## config.mk

```make
export PLATFORM = sky130hd
export DESIGN_NAME = addressed_message_mailbox_flat
export DESIGN_NICKNAME = d
export VERILOG_FILES = /design/src/rtl/amm_pkg.sv /design/src/rtl/amm_if.sv /design/src/rtl/addressed_message_mailbox.sv /design/src/rtl/amm_ram.sv /design/src/rtl/amm_dp.sv /design/src/rtl/amm_ctrl.sv /design/src/flat_wrapper.sv
export SDC_FILE = /design/constraint.sdc
export NUM_CORES = 2
export LEC_CHECK = 0
export ABC_CLOCK_PERIOD_IN_PS = 21000
export BUFFER_PORTS_ARGS = -buffer_cell sky130_fd_sc_hd__buf_2
export CAP_MARGIN = 25
export CORE_MARGIN = 10
export CORE_UTILIZATION = 55
export CTS_CLUSTER_SIZE = 30
export DETAILED_ROUTE_END_ITERATION = 10
export PLACE_DENSITY = 0.73
export REMOVE_ABC_BUFFERS = 1
export SLEW_MARGIN = 0
export SYNTH_ARGS = -nofsm -noshare
export SYNTH_HDL_FRONTEND = slang
export SYNTH_HIERARCHICAL = 1
export SYNTH_SLANG_ARGS = --single-unit
```

## constraint.sdc

```tcl
create_clock -name clk -period 21 [get_ports clk]
set_input_delay 1.05 -clock clk [delete_from_list [all_inputs] [get_ports clk]]
set_output_delay 1.05 -clock clk [all_outputs]
set_load 0.02 [all_outputs]
```

## src/rtl/amm_pkg.sv

```systemverilog
// Shared widths, status codes and controller/datapath signal groups of the mailbox.
`default_nettype none
package amm_pkg;

  localparam int unsigned ID_W = 8;
  localparam int unsigned PAYLOAD_W = 64;
  localparam int unsigned STATUS_W = 2;

  localparam int unsigned SLOTS_DEF = 16;
  localparam int unsigned ID_BITS_DEF = 8;
  localparam int unsigned PAYLOAD_BITS_DEF = 64;

  localparam logic MODE_SEND = 1'b0;
  localparam logic MODE_RECV = 1'b1;

  localparam logic [STATUS_W-1:0] ST_OK = 2'd0;
  localparam logic [STATUS_W-1:0] ST_FULL = 2'd1;
  localparam logic [STATUS_W-1:0] ST_NONE = 2'd2;

  typedef struct packed {
    logic capture;
    logic send;
    logic scan;
    logic take;
    logic miss;
    logic tail_step;
    logic load_out;
  } cmd_t;

  typedef struct packed {
    logic mode;
    logic hit;
    logic exhausted;
    logic tail_done;
    logic out_free;
  } sts_t;

endpackage
`default_nettype wire

```

## src/rtl/amm_if.sv

```systemverilog
// Request and response channel interfaces of the mailbox.
`default_nettype none
interface amm_req_if;
  import amm_pkg::*;
  logic                 valid;
  logic                 ready;
  logic                 mode;
  logic [ID_W-1:0]      sender_id;
  logic [ID_W-1:0]      dest_id;
  logic [PAYLOAD_W-1:0] payload_in;

  modport source (output valid, mode, sender_id, dest_id, payload_in, input ready);
  modport sink (input valid, mode, sender_id, dest_id, payload_in, output ready);
endinterface

interface amm_rsp_if;
  import amm_pkg::*;
  logic                 valid;
  logic                 ready;
  logic [STATUS_W-1:0]  status;
  logic [ID_W-1:0]      from_id;
  logic [ID_W-1:0]      to_id;
  logic [PAYLOAD_W-1:0] payload_out;

  modport source (output valid, status, from_id, to_id, payload_out, input ready);
  modport sink (input valid, status, from_id, to_id, payload_out, output ready);
endinterface
`default_nettype wire

```

## src/rtl/addressed_message_mailbox.sv

```systemverilog
// Addressed message mailbox top level: ring of message slots with send and receive.
//
// Usage: one request word on req carries mode, sender_id, dest_id and payload_in.
// A send (mode 0) appends the message at the head of the ring unless the ring is
// full (one slot always stays free) and answers ok or full. A receive (mode 1)
// scans from the tail toward the head for the oldest message addressed to
// dest_id, returns and consumes it, or answers no message.
// Every request yields exactly one response word on rsp.
// Timing: a send passes through the SEND and RESP states after acceptance. A receive
// passes through SCAN, TAIL after a hit, and RESP; its time grows with the scanned
// slots and the skipped consumed slots at the tail. The single read port of the slot
// RAM, read one slot per cycle, sets the scan. One request is in work at a time;
// req.ready rises again once the response has been moved into the output register.
// Reset empties the ring (head, tail and all valid bits clear) and drops any
// pending response. A stalled rsp holds its word; a finished response then
// waits for the output register and no new request is taken meanwhile.
`default_nettype none
module addressed_message_mailbox #(
  parameter int unsigned SLOTS = amm_pkg::SLOTS_DEF,
  parameter int unsigned ID_BITS = amm_pkg::ID_BITS_DEF,
  parameter int unsigned PAYLOAD_BITS = amm_pkg::PAYLOAD_BITS_DEF
) (
  input  logic      clk,
  input  logic      rst,
  amm_req_if.sink   req,
  amm_rsp_if.source rsp
);
  import amm_pkg::*;

  cmd_t cmd;
  sts_t sts;

  amm_ctrl u_ctrl (
    .clk      (clk),
    .rst      (rst),
    .req_valid(req.valid),
    .req_ready(req.ready),
    .sts      (sts),
    .cmd      (cmd)
  );

  amm_dp #(
    .SLOTS       (SLOTS),
    .ID_BITS     (ID_BITS),
    .PAYLOAD_BITS(PAYLOAD_BITS)
  ) u_dp (
    .clk        (clk),
    .rst        (rst),
    .cmd        (cmd),
    .sts        (sts),
    .mode       (req.mode),
    .sender_id  (req.sender_id),
    .dest_id    (req.dest_id),
    .payload_in (req.payload_in),
    .rsp_valid  (rsp.valid),
    .rsp_ready  (rsp.ready),
    .status     (rsp.status),
    .from_id    (rsp.from_id),
    .to_id      (rsp.to_id),
    .payload_out(rsp.payload_out)
  );

  a_one_at_a_time: assert property (@(posedge clk) disable iff (rst)
    req.valid && req.ready |=> !req.ready)
    else $error("request accepted while another is in work");

  a_take_on_hit: assert property (@(posedge clk) disable iff (rst)
    cmd.take |-> sts.hit)
    else $error("message consumed without a matching slot");

  a_load_when_free: assert property (@(posedge clk) disable iff (rst)
    cmd.load_out |-> !rsp.valid || rsp.ready)
    else $error("output register overwritten while stalled");

  a_zero_fields: assert property (@(posedge clk) disable iff (rst)
    rsp.valid && rsp.status != ST_OK |->
      rsp.from_id == '0 && rsp.to_id == '0 && rsp.payload_out == '0)
    else $error("nonzero message fields on a full or empty response");

endmodule
`default_nettype wire

```

## src/rtl/amm_ram.sv

```systemverilog
// Generic single-write, single-read RAM with registered read data.
`default_nettype none
module amm_ram #(
  parameter int unsigned WIDTH = 8,
  parameter int unsigned DEPTH = 16
) (
  input  logic                     clk,
  input  logic                     we,
  input  logic [$clog2(DEPTH)-1:0] waddr,
  input  logic [WIDTH-1:0]         wdata,
  input  logic [$clog2(DEPTH)-1:0] raddr,
  output logic [WIDTH-1:0]         rdata
);

  logic [WIDTH-1:0] mem [DEPTH];

  always_ff @(posedge clk) begin
    if (we) begin
      mem[waddr] <= wdata;
    end
    rdata <= mem[raddr];
  end

endmodule
`default_nettype wire

```

## src/rtl/amm_dp.sv

```systemverilog
// Mailbox datapath: slot ring, pointers, valid bits, scan compare and output register.
`default_nettype none
module amm_dp #(
  parameter int unsigned SLOTS = amm_pkg::SLOTS_DEF,
  parameter int unsigned ID_BITS = amm_pkg::ID_BITS_DEF,
  parameter int unsigned PAYLOAD_BITS = amm_pkg::PAYLOAD_BITS_DEF
) (
  input  logic                          clk,
  input  logic                          rst,
  input  amm_pkg::cmd_t                 cmd,
  output amm_pkg::sts_t                 sts,
  input  logic                          mode,
  input  logic [amm_pkg::ID_W-1:0]      sender_id,
  input  logic [amm_pkg::ID_W-1:0]      dest_id,
  input  logic [amm_pkg::PAYLOAD_W-1:0] payload_in,
  output logic                          rsp_valid,
  input  logic                          rsp_ready,
  output logic [amm_pkg::STATUS_W-1:0]  status,
  output logic [amm_pkg::ID_W-1:0]      from_id,
  output logic [amm_pkg::ID_W-1:0]      to_id,
  output logic [amm_pkg::PAYLOAD_W-1:0] payload_out
);
  import amm_pkg::*;

  localparam int unsigned PW = $clog2(SLOTS);
  localparam int unsigned IDW = (ID_BITS < ID_W) ? ID_BITS : ID_W;
  localparam int unsigned RW = 2 * IDW + PAYLOAD_BITS;

  function automatic logic [PW-1:0] ring_next(input logic [PW-1:0] p);
    if (p == PW'(SLOTS - 1)) begin
      return '0;
    end
    return p + 1'b1;
  endfunction

  logic [PW-1:0]           head;
  logic [PW-1:0]           tail;
  logic [PW-1:0]           ptr;
  logic [PW-1:0]           chk_ptr;
  logic                    chk_vld;
  logic [SLOTS-1:0]        valid;
  logic                    out_valid;

  logic [IDW-1:0]          snd_r;
  logic [IDW-1:0]          dst_r;
  logic [PAYLOAD_BITS-1:0] pay_r;
  logic [STATUS_W-1:0]     res_status;
  logic [ID_W-1:0]         res_from;
  logic [ID_W-1:0]         res_to;
  logic [PAYLOAD_W-1:0]    res_payload;

  logic [PW-1:0]           head_nx;
  logic                    full;
  logic                    ram_we;
  logic [RW-1:0]           ram_q;
  logic [IDW-1:0]          q_from;
  logic [IDW-1:0]          q_to;
  logic [PAYLOAD_BITS-1:0] q_pay;
  logic                    tail_done;

  assign head_nx = ring_next(head);
  assign full = (head_nx == tail);
  assign ram_we = cmd.send && !full;
  assign q_from = ram_q[RW-1 -: IDW];
  assign q_to = ram_q[PAYLOAD_BITS +: IDW];
  assign q_pay = ram_q[PAYLOAD_BITS-1:0];
  assign tail_done = (tail == head) || valid[tail];

  amm_ram #(
    .WIDTH(RW),
    .DEPTH(SLOTS)
  ) u_ram (
    .clk  (clk),
    .we   (ram_we),
    .waddr(head),
    .wdata({snd_r, dst_r, pay_r}),
    .raddr(ptr),
    .rdata(ram_q)
  );

  always_comb begin
    sts.mode = mode;
    sts.hit = chk_vld && (q_to == dst_r);
    sts.exhausted = (ptr == head) && !chk_vld;
    sts.tail_done = tail_done;
    sts.out_free = !out_valid || rsp_ready;
  end

  always_ff @(posedge clk) begin
    if (rst) begin
      head <= '0;
      tail <= '0;
      ptr <= '0;
      chk_ptr <= '0;
      chk_vld <= 1'b0;
      valid <= '0;
      out_valid <= 1'b0;
    end else begin
      if (cmd.capture) begin
        ptr <= tail;
        chk_vld <= 1'b0;
      end
      if (ram_we) begin
        valid[head] <= 1'b1;
        head <= head_nx;
      end
      if (cmd.scan) begin
        if (ptr != head) begin
          ptr <= ring_next(ptr);
          chk_ptr <= ptr;
          chk_vld <= valid[ptr];
        end else begin
          chk_vld <= 1'b0;
        end
      end
      if (cmd.take) begin
        valid[chk_ptr] <= 1'b0;
        chk_vld <= 1'b0;
      end
      if (cmd.tail_step && !tail_done) begin
        tail <= ring_next(tail);
      end
      if (cmd.load_out) begin
        out_valid <= 1'b1;
      end else if (rsp_ready) begin
        out_valid <= 1'b0;
      end
    end
  end

  always_ff @(posedge clk) begin
    if (cmd.capture) begin
      snd_r <= sender_id[IDW-1:0];
      dst_r <= dest_id[IDW-1:0];
      pay_r <= payload_in[PAYLOAD_BITS-1:0];
    end
    if (cmd.send) begin
      res_status <= full ? ST_FULL : ST_OK;
      res_from <= '0;
      res_to <= '0;
      res_payload <= '0;
    end
    if (cmd.take) begin
      res_status <= ST_OK;
      res_from <= ID_W'(q_from);
      res_to <= ID_W'(q_to);
      res_payload <= PAYLOAD_W'(q_pay);
    end
    if (cmd.miss) begin
      res_status <= ST_NONE;
      res_from <= '0;
      res_to <= '0;
      res_payload <= '0;
    end
    if (cmd.load_out) begin
      status <= res_status;
      from_id <= res_from;
      to_id <= res_to;
      payload_out <= res_payload;
    end
  end

  assign rsp_valid = out_valid;

endmodule
`default_nettype wire

```

## src/rtl/amm_ctrl.sv

```systemverilog
// Mailbox controller: sequences send, scan, tail advance and response load.
`default_nettype none
module amm_ctrl (
  input  logic          clk,
  input  logic          rst,
  input  logic          req_valid,
  output logic          req_ready,
  input  amm_pkg::sts_t sts,
  output amm_pkg::cmd_t cmd
);
  import amm_pkg::*;

  typedef enum logic [4:0] {
    S_IDLE = 5'b00001,
    S_SEND = 5'b00010,
    S_SCAN = 5'b00100,
    S_TAIL = 5'b01000,
    S_RESP = 5'b10000
  } state_t;

  state_t state;
  state_t state_next;

  assign req_ready = (state == S_IDLE);

  always_comb begin
    cmd = '0;
    state_next = state;
    unique case (state)
      S_IDLE: begin
        if (req_valid) begin
          cmd.capture = 1'b1;
          state_next = (sts.mode == MODE_RECV) ? S_SCAN : S_SEND;
        end
      end
      S_SEND: begin
        cmd.send = 1'b1;
        state_next = S_RESP;
      end
      S_SCAN: begin
        priority if (sts.hit) begin
          cmd.take = 1'b1;
          state_next = S_TAIL;
        end else if (sts.exhausted) begin
          cmd.miss = 1'b1;
          state_next = S_RESP;
        end else begin
          cmd.scan = 1'b1;
        end
      end
      S_TAIL: begin
        cmd.tail_step = 1'b1;
        if (sts.tail_done) begin
          state_next = S_RESP;
        end
      end
      S_RESP: begin
        if (sts.out_free) begin
          cmd.load_out = 1'b1;
          state_next = S_IDLE;
        end
      end
      default: begin
        state_next = S_IDLE;
      end
    endcase
  end

  always_ff @(posedge clk) begin
    if (rst) begin
      state <= S_IDLE;
    end else begin
      state <= state_next;
    end
  end

endmodule
`default_nettype wire

```

## src/flat_wrapper.sv

```systemverilog
// flat-port wrapper written by rule: the top's interface ports become plain ports
module addressed_message_mailbox_flat import amm_pkg::*;
#(
  parameter int unsigned SLOTS = amm_pkg::SLOTS_DEF,
  parameter int unsigned ID_BITS = amm_pkg::ID_BITS_DEF,
  parameter int unsigned PAYLOAD_BITS = amm_pkg::PAYLOAD_BITS_DEF
)
  (clk, rst, req_valid, req_mode, req_sender_id, req_dest_id, req_payload_in, req_ready, rsp_valid, rsp_status, rsp_from_id, rsp_to_id, rsp_payload_out, rsp_ready);
  amm_req_if req_i ();
  amm_rsp_if rsp_i ();
  input  logic clk;
  input  logic rst;
  input wire logic [$bits(req_i.valid)-1:0] req_valid;
  input wire logic [$bits(req_i.mode)-1:0] req_mode;
  input wire logic [$bits(req_i.sender_id)-1:0] req_sender_id;
  input wire logic [$bits(req_i.dest_id)-1:0] req_dest_id;
  input wire logic [$bits(req_i.payload_in)-1:0] req_payload_in;
  output wire logic [$bits(req_i.ready)-1:0] req_ready;
  output wire logic [$bits(rsp_i.valid)-1:0] rsp_valid;
  output wire logic [$bits(rsp_i.status)-1:0] rsp_status;
  output wire logic [$bits(rsp_i.from_id)-1:0] rsp_from_id;
  output wire logic [$bits(rsp_i.to_id)-1:0] rsp_to_id;
  output wire logic [$bits(rsp_i.payload_out)-1:0] rsp_payload_out;
  input wire logic [$bits(rsp_i.ready)-1:0] rsp_ready;
  assign req_i.valid = req_valid;
  assign req_i.mode = req_mode;
  assign req_i.sender_id = req_sender_id;
  assign req_i.dest_id = req_dest_id;
  assign req_i.payload_in = req_payload_in;
  assign req_ready = req_i.ready;
  assign rsp_valid = rsp_i.valid;
  assign rsp_status = rsp_i.status;
  assign rsp_from_id = rsp_i.from_id;
  assign rsp_to_id = rsp_i.to_id;
  assign rsp_payload_out = rsp_i.payload_out;
  assign rsp_i.ready = rsp_ready;
  addressed_message_mailbox #(.SLOTS(SLOTS), .ID_BITS(ID_BITS), .PAYLOAD_BITS(PAYLOAD_BITS)) u_core (.clk(clk), .rst(rst), .req(req_i), .rsp(rsp_i));
endmodule
```

# Yosys cells after proc, flatten, opt, wreduce, memory -nomap -nowiden
# Memory sizes are Yosys's and may differ from the RTL's. A register that Yosys moved wholly into a read port is not among the register bits.
# Cells that the tools add are included.
word_totals:
  register_bits: 283
  ramBits: 1280
  inputBits: 85
  word_cells: 131
  n_memories: 1
op_classes:
  eq_ne: 17
  n_addsub: 3
  reduce_logical: 19
  mux: 62
  magnitude_cmp: 6
  n_bitwise: 3
mem_list:
  columns: ["memory", "words", "width", "rd", "rd_ports_with_merged_regs", "wr", "line", "text"]
  rows:
  - ["u_core.u_dp.u_ram.mem", 16, 80, 1, 1, 1, "amm_ram.sv:15", "logic [WIDTH-1:0] mem [DEPTH];"]
op_table:
  columns: ["operator", "n"]
  rows:
  - ["$mux 64", 2]
  - ["$mux 16", 3]
  - ["$mux 4", 9]
  - ["$mux 1", 31]
  - ["$mux 5", 5]
  - ["$pmux 5 s5", 1]
  - ["$mux 8", 3]
  - ["$lt 4x5->1 const B", 4]
  - ["$and 16x16->16", 1]
  - ["$not 16->16", 1]
  - ["$or 16x16->16", 1]
  - ["$add 4x1->4 const B", 3]
  - ["$eq 4x4->1", 3]
  - ["$eq 4x4->1 const B", 3]
  - ["$bmux 1 s4", 2]
  - ["$demux 1 s4", 2]
  - ["$eq 8x8->1", 1]
  - ["$ge 4x1->1 const B", 2]
  - ["$logic_and 1x1->1", 6]
  - ["$mux 3", 2]
  - ["$reduce_bool 2->1", 3]
  - ["$eq 5x1->1 const B", 1]
  - ["$eq 5x2->1 const B", 1]
  - ["$eq 5x3->1 const B", 1]
  - ["other kinds (12)", 19]

# Logic depth before layout (Yosys ltp)
logic_depth:
  word_depth: 10
  depth_mapped: 14
  depth_no_buf: 12

# Modules after synthesis
# Netlist, hierarchy kept.
by_module_without_submodules:
  columns: ["mod", "area_each_um2", "cells_each", "seq_area_each_um2", "n_inst"]
  rows:
  - ["amm_ram", 49438.7, 2054, 40038.4, 1]
  - ["amm_dp", 10269.8, 794, 7186.9, 1]
  - ["amm_ctrl", 349.1, 47, 100.1, 1]

# Worst setup path before layout
# OpenSTA, ideal clock, no wires.
synth_timing:
  kind: "reg-to-reg"
  start: "register u_core.u_dp.head[0]"
  end: "memory u_core/u_dp/u_ram/mem[0][0] in the netlist's numbering (enable)"
  stages_incl_launch_ff: 10
  arrival_time_ps: 7483
  slack_ps: 12900
  synth_period_minus_slack_ps: 8100
  setup_ps: 616
  path_cell_list: "dfxtp_1 inv_1 ha_1 xnor2_1 nand2b_1 nand2b_1 o21ai_2 inv_2 or3b_1 nor3_1"
synth_between:
  elab_chain_len: 8
synth_lines:
  columns: ["item", "line", "text"]
  rows:
  - ["from (decl)", "amm_dp.sv:36", "logic [PW-1:0] head;"]
  - ["from (signal assigned)", "amm_dp.sv:105", "head <= head_nx;"]
  - ["branches (longest 2 deep; another with $add 4x1->4)", null, null]
  - ["$mux 4 *", "amm_dp.sv:33", "return p + 1'b1;"]
  - ["named net u_core.u_dp.head_nx[1]", "amm_dp.sv:52", "logic [PW-1:0] head_nx;"]
  - ["$eq 4x4->1 *", "amm_dp.sv:62", "assign full = (head_nx == tail);"]
  - ["$logic_not 1->1 *", "amm_dp.sv:63", "assign ram_we = cmd.send && !full;"]
  - ["$logic_and 1x1->1 *", "amm_dp.sv:63", null]
  - ["named net u_core.u_dp.ram_we", "amm_dp.sv:54", "logic ram_we;"]
  - ["$mux 1 *", "amm_ram.sv:18", "if (we) begin"]
  - ["$mux 1 (implied by the code) *", "amm_ram.sv:19", "mem[waddr] <= wdata;"]
  - ["to (decl)", "amm_ram.sv:15", null]
# Mark *: on every way through the listed nets, which the timed path passes.

# Final worst setup path
layout_timing:
  start: "register u_core.u_dp.head[0]"
  end: "memory u_core/u_dp/u_ram/mem[2][22] in the netlist's numbering (enable)"
# Same word-level chain as after synthesis.

==> qor.txt <==
pwr/cell area = 97.9 mW/mm²
met1 GRT Util = 0.294
most used cell along the critical path = nand2b_1
routability cong. = 0.853
Setup TNS Final = 0 ns
CP top delay family = simple AND/OR/NAND/NOR gates
critical-path cell with the highest stage delay = buf_4
Via density = 6.24
fin nets = 3,212
Post-Synth XOR/XNOR Area = 0.00350
global-route wire length before repair = 197 mm
Hold Path Class = flop to flop
Synth async-reset ratio = 0
# hold bufs at CTS = 0
DR WL/cell = 27.9 µm
final hold viol count = 0
Worst-path clk slew = 0.06 ns
synthesis-to-layout area growth = 13.0%
WHS = 0.406 ns
DRC viols = 0
mapped cell area = 0.0601 mm²
Die ar. = 0.123 mm²
GR Util All Layers = 0.214
htree depth = 4
number of port buffers = 168
DIE HEIGHT = 350 µm
grt peak-use layer = met2
Req. time, crit path = 21.39 ns
Reg2Reg Depth = 10
most common cell in the synthesized netlist = edfxtp_1
EDFF count, synth = 1,442
Slew HR = 0.264
Leakage = 21.3 nW
clk root buf = clkbuf_16
DP Wirelength = 67.1 mm
Synth top area share = 0.721
global route overflow = 0
CTS Buf Count = 157
antenna cells = 0
worst setup margin = 16.03 ns
layout cells sized above 1 = 0.251
fin. max-slew vios = 0
remaining antenna violation count after routing = 0
CP Launch Type = flop
Netlist cell types = 68
Storage cell area = 0.0473 mm²
Post-CTS Repair Setup Buffers = 0
die width = 350 µm
Peak supply drop = 0.0720 mV
# rows = 121
number of global-route vias before repair = 30,600
MaxCap Viol Count = 0
top post-synthesis cells by area = edfxtp_1, mux4_2, dfxtp_1, a22oi_1, nor3b_1
ys flop type = edfxtp_1
CP Depth = 10
RSZ-0062 raised after global routing = no
fmax = 0.201 GHz
Critical Path End Type = flop
drt pass-1 iters = 8
mux share of post-synthesis cell area = 0.124
post-placement worst setup slack = 16.06 ns
clock skew = 0.0313 ns
largest family of logic cells by synthesized area = multiplexers
final core occ = 0.624
crit path max fanout = 54
initial DRC count = 3,188
post-synthesis compound-gate area fraction = 0.0360
status = finished clean
Post-Synthesis Cells = 2,895
multi-input logic area = 0.0120 mm²
insertion delay to the later sink of the worst-skew pair = 0.78 ns
Final setup viols = 0
TritonCTS clock tree = built
worst setup path category = flop to flop
CP arrival = 5.36 ns
global routing usage on met3 = 0.0421
largest stage delay on the critical path = 0.92 ns
fillers = 7,143
Initial Util = 0.552
largest net degree at the start of global routing = 115
Clock Tree Buf Depth = 3
syn avg cell area = 20.7 µm²
yosys warns = 6
I/O Pins = 169
Post-Synth Adder-Cell Area = 0.00125
Synth Register Bits = 1,643
Sink Count = 1,643
fin area = 0.0679 mm²
Slew @ Worst Pin = 1.10 ns
Synth area leader = edfxtp_1
worst path bufs/invs = 3
worst path cell trace = inv_1, ha_1, xnor2_1, nand2b_1, nand2b_1, o21ai_2, inv_2, or3b_1, nor2_4, buf_4
initial antenna violation count = 1
Core ar. = 0.109 mm²
sequential area share after synthesis = 0.788
Placement Cell Area = 0.0625 mm²
crit share post-route = 0.237
grt met2 use = 0.352
Simple-Gate Fraction of Synth Area = 0.0328
Tmin final = 4.97 ns
Synth top cells by count = edfxtp_1, mux4_2, dfxtp_1
CTS resizes = 0
Worst Hold Depth = 0
drt total wl = 130 mm
Vias = 29,200
-- layout by cell type, fill, tap and decap left out, types with 5 or more instances in the layout --
cell / n
a21oi_1: 103
a22oi_1: 160
buf_16: 10
buf_2: 168
buf_4: 50
bufinv_16: 10
clkbuf_1: 52
clkbuf_16: 158
clkbuf_8: 14
clkinv_1: 24
clkinv_2: 17
clkinvlp_4: 5
dfxtp_1: 199
edfxtp_1: 1442
ha_1: 6
inv_1: 15
inv_16: 6
inv_6: 5
mux2i_1: 9
mux4_2: 325
nand2_1: 111
nand2b_1: 8
nand3_1: 25
nand3b_1: 5
nor2_1: 101
nor2_4: 15
nor2b_1: 5
nor3b_1: 85
o211ai_1: 5
o21ai_0: 16
xnor2_1: 14
xor2_1: 5
-- kinds of logic (layout without fill, tap and decap cells) --
| kind of cell | count (synthesis) | in the layout |
|---|---|---|
| fa+ha+maj | 6 | 6 |
| buf+inv | 181 | 542 |
| xor+xnor | 21 | 21 |
| mux | 336 | 336 |
| compound gates | 319 | 319 |
| simple gates | 389 | 389 |
| flops | 1643 | 1643 |
-- registers in the layout, indices dropped and copies added, names as in the netlist, 5 cells and up --
name,cells
u_core/u_dp/pay_r,64
u_core/u_dp/u_ram/mem,1280
u_core/u_dp/res_to,8
u_core/u_dp/payload_out,64
u_core/u_dp/res_from,8
u_core/u_dp/from_id,8
u_core/u_dp/dst_r,8
u_core/u_dp/to_id,8
u_core/u_dp/u_ram/rdata,80
u_core/u_dp/valid,16
u_core/u_ctrl/state,5
u_core/u_dp/snd_r,8
u_core/u_dp/res_payload,64
-- final cells by class --
class,count,area share
clock buffer,224,0.0640
clock inverter,70,0.0115
inverter,17,0.000940
multi-input combinational,1071,0.177
sequential,1643,0.698
tap,1414,0.0261
timing repair buffer,231,0.0229
-- metrics by stage --
stage	std cells	total power, W
final	4670	0.00664
after global routing	4670	0.00684
after CTS	4662	0.00669
after detailed placement	4368	0.00394
after global placement	4364	0.00392
after floorplan	2731	0.00386
-- where the power goes --
group / internal [W] / switching, W / leakage (nW)
sequential: 0.00368 / 0.000107 / 14.5
combinational: 0.0000228 / 0.0000595 / 4.26
clock: 0.00158 / 0.00119 / 2.48
-- worst paths after layout --
path	slack (ns)	from	end
max reg2reg	16.03	u_core/u_dp/head[0]	u_core/u_dp/u_ram/mem[2][22]
max	16.03	u_core/u_dp/head[0]	u_core/u_dp/u_ram/mem[2][22]
min	0.41	u_core/u_dp/res_payload[41]	u_core/u_dp/payload_out[41]
min reg2reg	0.41	u_core/u_dp/res_payload[41]	u_core/u_dp/payload_out[41]
-- layer usage --
layer | vias up | wire, µm | part of all wire
met2 | 1323 | 64700 | 0.50
met3 | 212 | 10700 | 0.082
li1 | 12300 | - | -
met5 | - | 0 | 0
met4 | 0 | 2650 | 0.020
met1 | 15300 | 52100 | 0.40
Power figures use the tool's default switching activity.
